--- config.mk ---
export PLATFORM = sky130hd
export DESIGN_NAME = mipl_cell
export DESIGN_NICKNAME = d
export VERILOG_FILES = /design/src/rtl/core/mipl_pkg.sv /design/src/rtl/core/mipl_cell.sv
export SDC_FILE = /design/constraint.sdc
export NUM_CORES = 1
export LEC_CHECK = 0
export BUFFER_PORTS_ARGS = -buffer_cell sky130_fd_sc_hd__buf_2
export CORE_UTILIZATION = 40
export DETAILED_ROUTE_END_ITERATION = 7
export SLEW_MARGIN = 40
export SYNTH_ARGS = -nofsm -noshare
export SYNTH_HDL_FRONTEND = slang
export SYNTH_SLANG_ARGS = --single-unit
--- constraint.sdc ---
create_clock -name i_clk -period 23.1 [get_ports i_clk]
set_input_delay 3.465 -clock i_clk [delete_from_list [all_inputs] [get_ports i_clk]]
set_output_delay 3.465 -clock i_clk [all_outputs]
set_load 0.03 [all_outputs]
--- src/rtl/core/mipl_pkg.sv ---
`timescale 1ns / 1ps
// ----------------------------------------------------------------------------
// MAC/IP pair learning table - shared definitions
// Status codes, the beat that runs along the cell row, and the pair filter.
// ----------------------------------------------------------------------------
package mipl_pkg;

    localparam int TABLE_ENTRIES_DEF = 64;

    localparam int MAC_W  = 48;
    localparam int IP_W   = 32;
    localparam int STAT_W = 3;
    localparam int IN_W   = 184;   // 180 bits of fields padded to whole bytes

    localparam logic [15:0]      ETHERTYPE_IPV4  = 16'h0800;
    localparam logic [3:0]       IPV4_VERSION    = 4'd4;
    localparam logic [15:0]      SITE_PREFIX_RST = {8'd150, 8'd135};
    localparam logic [7:0]       OCTET_ONES      = 8'hff;
    localparam logic [MAC_W-1:0] MAC_ONES        = {MAC_W{1'b1}};
    localparam logic [MAC_W-1:0] MAC_ZERO        = '0;

    typedef logic [STAT_W-1:0] t_status;

    localparam t_status ST_NOT_IPV4 = 3'd0;
    localparam t_status ST_FILTERED = 3'd1;
    localparam t_status ST_KNOWN    = 3'd2;
    localparam t_status ST_ADDED    = 3'd3;
    localparam t_status ST_FULL     = 3'd4;

    // One pair on its way down the row. live: still looking for a match or
    // a free entry; once cleared, status is final.
    typedef struct packed {
        logic             valid;
        logic             is_dst;
        logic             live;
        t_status          status;
        logic [MAC_W-1:0] mac;
        logic [IP_W-1:0]  ip;
    } t_token;

    function automatic logic pair_filtered(input logic [MAC_W-1:0] mac,
                                           input logic [IP_W-1:0]  ip,
                                           input logic [15:0]      prefix);
        logic bad;
        bad = (mac == MAC_ONES) || (mac == MAC_ZERO) || (ip[31:16] != prefix) ||
              (ip[15:8] == OCTET_ONES) || (ip[7:0] == OCTET_ONES);
        return bad;
    endfunction

    function automatic t_token make_token(input logic             is_dst,
                                          input logic             ipv4,
                                          input logic [MAC_W-1:0] mac,
                                          input logic [IP_W-1:0]  ip,
                                          input logic [15:0]      prefix);
        t_token t;
        t.valid  = 1'b1;
        t.is_dst = is_dst;
        t.mac    = mac;
        t.ip     = ip;
        t.live   = 1'b0;
        t.status = ST_NOT_IPV4;
        if (ipv4) begin
            if (pair_filtered(mac, ip, prefix)) begin
                t.status = ST_FILTERED;
            end else begin
                t.live = 1'b1;
            end
        end
        return t;
    endfunction

endpackage

--- src/rtl/core/mipl_cell.sv ---
`timescale 1ns / 1ps
// ----------------------------------------------------------------------------
// MAC/IP pair learning table - table cell
// Holds one entry; checks each passing beat against it, claims the entry for
// a live beat when still empty, and hands the beat on from its own register.
// ----------------------------------------------------------------------------
module mipl_cell (
    input  logic             i_clk,
    input  logic             i_rst_n,
    input  logic             i_en,
    input  mipl_pkg::t_token i_tok,
    output mipl_pkg::t_token o_tok
);
    import mipl_pkg::*;

    logic               r_valid;
    logic [MAC_W-1:0]   r_mac;
    logic [IP_W-1:0]    r_ip;
    t_token             r_tok;
    t_token             n_tok;
    logic               n_write;

    always_comb begin
        n_tok   = i_tok;
        n_write = 1'b0;
        if (i_tok.valid && i_tok.live) begin
            if (r_valid) begin
                if ((r_mac == i_tok.mac) && (r_ip == i_tok.ip)) begin
                    n_tok.live   = 1'b0;
                    n_tok.status = ST_KNOWN;
                end
            end else begin
                // entries fill in order, so the first empty cell ends the search
                n_write      = 1'b1;
                n_tok.live   = 1'b0;
                n_tok.status = ST_ADDED;
            end
        end
    end

    always_ff @(posedge i_clk) begin
        if (!i_rst_n) begin
            r_valid   <= 1'b0;
            r_tok.valid <= 1'b0;
        end else if (i_en) begin
            r_tok <= n_tok;
            if (n_write) begin
                r_valid <= 1'b1;
            end
        end
    end

    always_ff @(posedge i_clk) begin
        if (i_en && n_write) begin
            r_mac <= i_tok.mac;
            r_ip  <= i_tok.ip;
        end
    end

    assign o_tok = r_tok;

endmodule

After elaboration in Yosys (flattened, before gate mapping):

Cells that the tools add are included.
Widths: inputs -> output; s select.

* flip-flop bits (word level): 167
* input bits: 89
* output and inout port bits: 86
* word-level logic and storage cells: 21

* eq/ne operators: 2
* mux-type cells: 5
* reductions and logical operators: 5

Operator list (count)
* $eq 48x48->1: 1
* $eq 32x32->1: 1
* $mux 4: 3
* $reduce_and 2->1: 2
* $logic_and 1x1->1: 3
* $mux 1: 2

Longest topological paths before layout:

* word-level depth: 5
* depth in mapped cells: 5

Least setup slack after synthesis:

No wires, ideal clock.

* kind: input -> register
* start: input port i_en
* end: register r_ip[0] (enable)
* library setup time: 0.635 ns
* arrival: 9.375 ns
* data required time: 22.465 ns
* setup slack: 13.090 ns
* stages on the path: 2
* cell sequence: nand2_1 > nor3b_1

* longest elaborated chain between the ends: 1

RTL lines
* from (decl): line mipl_cell.sv:10 `input logic i_en,`
* $logic_and 1x1->1: line mipl_cell.sv:54 `if (i_en && n_write) begin`
* to (signal assigned): line mipl_cell.sv:56 `r_ip <= i_tok.ip;`
* to (decl): line mipl_cell.sv:18 `logic [IP_W-1:0] r_ip;`

Every way passes these cells.
A chain may end at the register's enable or synchronous reset.

==> impl_metrics.csv <==
group,metric,value,unit
run_status,status,"completed",
final_layout,area_delta_synth_final,29.3,%
floorplanning,ios,175,
yosys,synth.distinct_cells,18,
routing,wire_per_inst,15.7,µm
placement,pre_cts_ws,17.89,ns
yosys,synth_fp_nets,380,
yosys,syn_avg_cell_area,20.5,µm²
yosys,netlist_area,5970,µm²
sta,fin_crit,4.75,ns
yosys,synth_seq_cells,167,
final_layout,fin_nets,577,
yosys,synthCells,291,
worst_setup_path,crit_fanout,4,
floorplanning,fp.dieW,124,µm
sta,rsz0062_at_grt,"no",
clocking,cts.sinks,167,
clocking,cts_made_buffers,17,
placement,dp_hpwl,7650,µm
worst_setup_path,end_kind,"register",
routing,routed_via_density,4.62,
floorplanning,core,14500,µm²
yosys,async_reset_ff_frac,0,
sta,worst_pin_slew,0.577,ns
clocking,tritoncts,"yes",
yosys,yosysWarnings,0,
final_layout,fill_cells,1233,
yosys,synth_edf_count,165,
worst_setup_path,worstSetupStartpointType,"input port",
pwr,internal_power,536,µW
clocking,clockBufferDepth,2,
global_routing,grt_usage,0.147,
final_layout,ff_latch_area,4990,µm²
worst_setup_path,worstSetupPathType,"input port to register",
routing,num_vias,3163,
global_routing,antenna_found_initial,0,
sta,fin_crit_sh,0.206,
sta,slew_headroom,0.615,
routing,wl,10700,µm
final_layout,drive_above_1_share,0.420,
sta,slew_violations,0,
clocking,cts_max_level,4,
routing,drtPass1Iterations,5,
clocking,cts_resized,0,
clocking,ctsHoldBuffers,0,
job,cap_violations,0,
floorplanning,initial_utilization,0.411,
floorplanning,die_y,124,µm
floorplanning,placement_rows,44,
sta,setup_ws,18.35,ns
floorplanning,dieArea,15400,µm²
placement,place.gp.congestion,0.773,
worst_hold_path,min_path_cells,2,
pwr,p_leak,0.00293,µW
clocking,cts_root_buf,"clkbuf_16",
worst_setup_path,required,23.25,ns
worst_hold_path,hold_class,"register to register",
final_layout,multi_input_comb_area,977,µm²
worst_setup_path,worst_ep_arrival_time,4.90,ns
clocking,clk_latency,0.43,ns
final_layout,fin_area,7720,µm²
pwr,pwr_density_cell,89.6,nW/µm²
placement,placed_cells,653,
pwr,pwr-share-clk,0.404,
pwr,pwr-share-seq,0.512,
global_routing,grt_pass1_wl,16200,µm
routing,final_antenna_net_count,0,
clocking,postCtsSetupBuffers,0,
routing,dr.first_iter.drc_count,178,
worst_setup_path,ff2ff_path_depth,5,
clocking,clk_pin_slew,0.06,ns
pwr,p_comb_frac,0.085,
pwr,p_sw,155,µW
global_routing,grt_max_degree,45,
sta,setup_viol,0,
sta,clock_skew,0.00868,ns
placement,place.port_buffers,174,
placement,placed_area,7130,µm²
routing,drc_errors,0,
yosys,ys.flop_type,"edfxtp_1",
sta,hold_viol_final,0,
global_routing,gr-total-overflow,0,
final_layout,fin_cells,684,
final_layout,diodes,0,
sta,clock.fmax,0.210,GHz
pwr,peakVddDrop,47.5,µV
yosys,seq_area_frac_synth,0.837,
sta,fin_setup_tns,0,ns
global_routing,grt_pass1_vias,3064,
pwr,switching_share,0.225,
==> cell type report <==
class	instances	area share
Multi-Input combinational cell	123	0.127
Timing Repair Buffer	178	0.120
Clock inverter	14	0.0208
Tap cell	184	0.0298
Sequential cell	167	0.647
Clock buffer	17	0.0551
Inverter	1	0.000486
==> flip-flops by register name, summed over array words and instances (netlist names) <==
signal / cells
r_mac: 48
o_tok: 86
r_valid: 1
r_ip: 32
==> cells by family (layout without fill, tap and decap cells) <==
| family | Yosys count | after routing | synth area share |
|---|---|---|---|
| AOI/OAI and AO/OA | 8 | 8 | 0.00964 |
| and+or+nand+nor | 35 | 35 | 0.0354 |
| xor gates and xnor gates | 80 | 80 | 0.117 |
| buffers and inverters | 1 | 210 | 0.000628 |
| DFF | 167 | 167 | 0.837 |
==> final timing paths <==
path	from	slack, ns	end
worst min-delay path	o_tok[85]	0.49	o_tok[85]
worst max-delay path	i_tok[5]	18.35	o_tok[80]
worst min register to register	o_tok[85]	0.49	o_tok[85]
worst max register to register	r_mac[36]	21.13	o_tok[80]
==> cells in the final DEF (no fill, tap or decap) <==
cell type,count
a21boi_0,1
a311o_2,1
a31oi_1,2
a41oi_1,1
and2_1,1
and2_4,1
buf_12,2
buf_2,174
buf_4,2
bufinv_16,3
clkbuf_16,17
clkinv_1,3
clkinv_2,2
clkinv_4,3
clkinvlp_4,3
dfxtp_1,2
edfxtp_1,165
inv_1,1
nand2_1,2
nand2b_1,1
nand4_1,5
nor2_1,3
nor3_2,1
nor3b_2,1
nor4_1,20
o21a_1,1
o21ai_0,2
xor2_1,80
==> synthesized netlist by cell type (2+ instances only) <==
master	instances	share of area
edfxtp_1	165	0.83
xor2_1	80	0.12
nor4_1	20	0.021
nand4_1	5	0.0052
nor2_1	3	0.0019
a31oi_1	2	0.0021
and2_1	2	0.0021
dfxtp_1	2	0.0067
nand2_1	2	0.0013
o21ai_0	2	0.0017
==> power groups by stage <==
stage	logic (µW)	clock network, µW	registers (µW)
after floorplan	11.9	0	382
after global placement	57.6	0	360
after detailed placement	59.3	0	360
after CTS	59.5	287	354
after global routing	63.4	296	355
final	58.4	279	354
==> metrics by stage <==
stage | total power [µW] | utilization | hold slack, ns
after floorplan | 394 | - | 0.517
after global placement | 418 | 0.488 | 0.468
after detailed placement | 420 | 0.491 | 0.483
after CTS | 700 | 0.531 | 0.496
after global routing | 715 | 0.531 | 0.539
final | 691 | 0.531 | 0.492
==> critical path: stages <==
cell and delay [ns]:
buf_2 0.12, xor2_1 0.16, nor4_1 0.42, nand4_1 0.26, nor3_2 0.32, a41oi_1 0.15
==> layer usage <==
metal	global-route usage	wire (µm)	up-vias
met3	0.0517	747	17
met5	0	0	-
met4	0.0759	234	0
met1	0.192	4690	1518
li1	-	-	1520
met2	0.217	5060	108
Note: power is estimated with default switching activity, not from simulation.
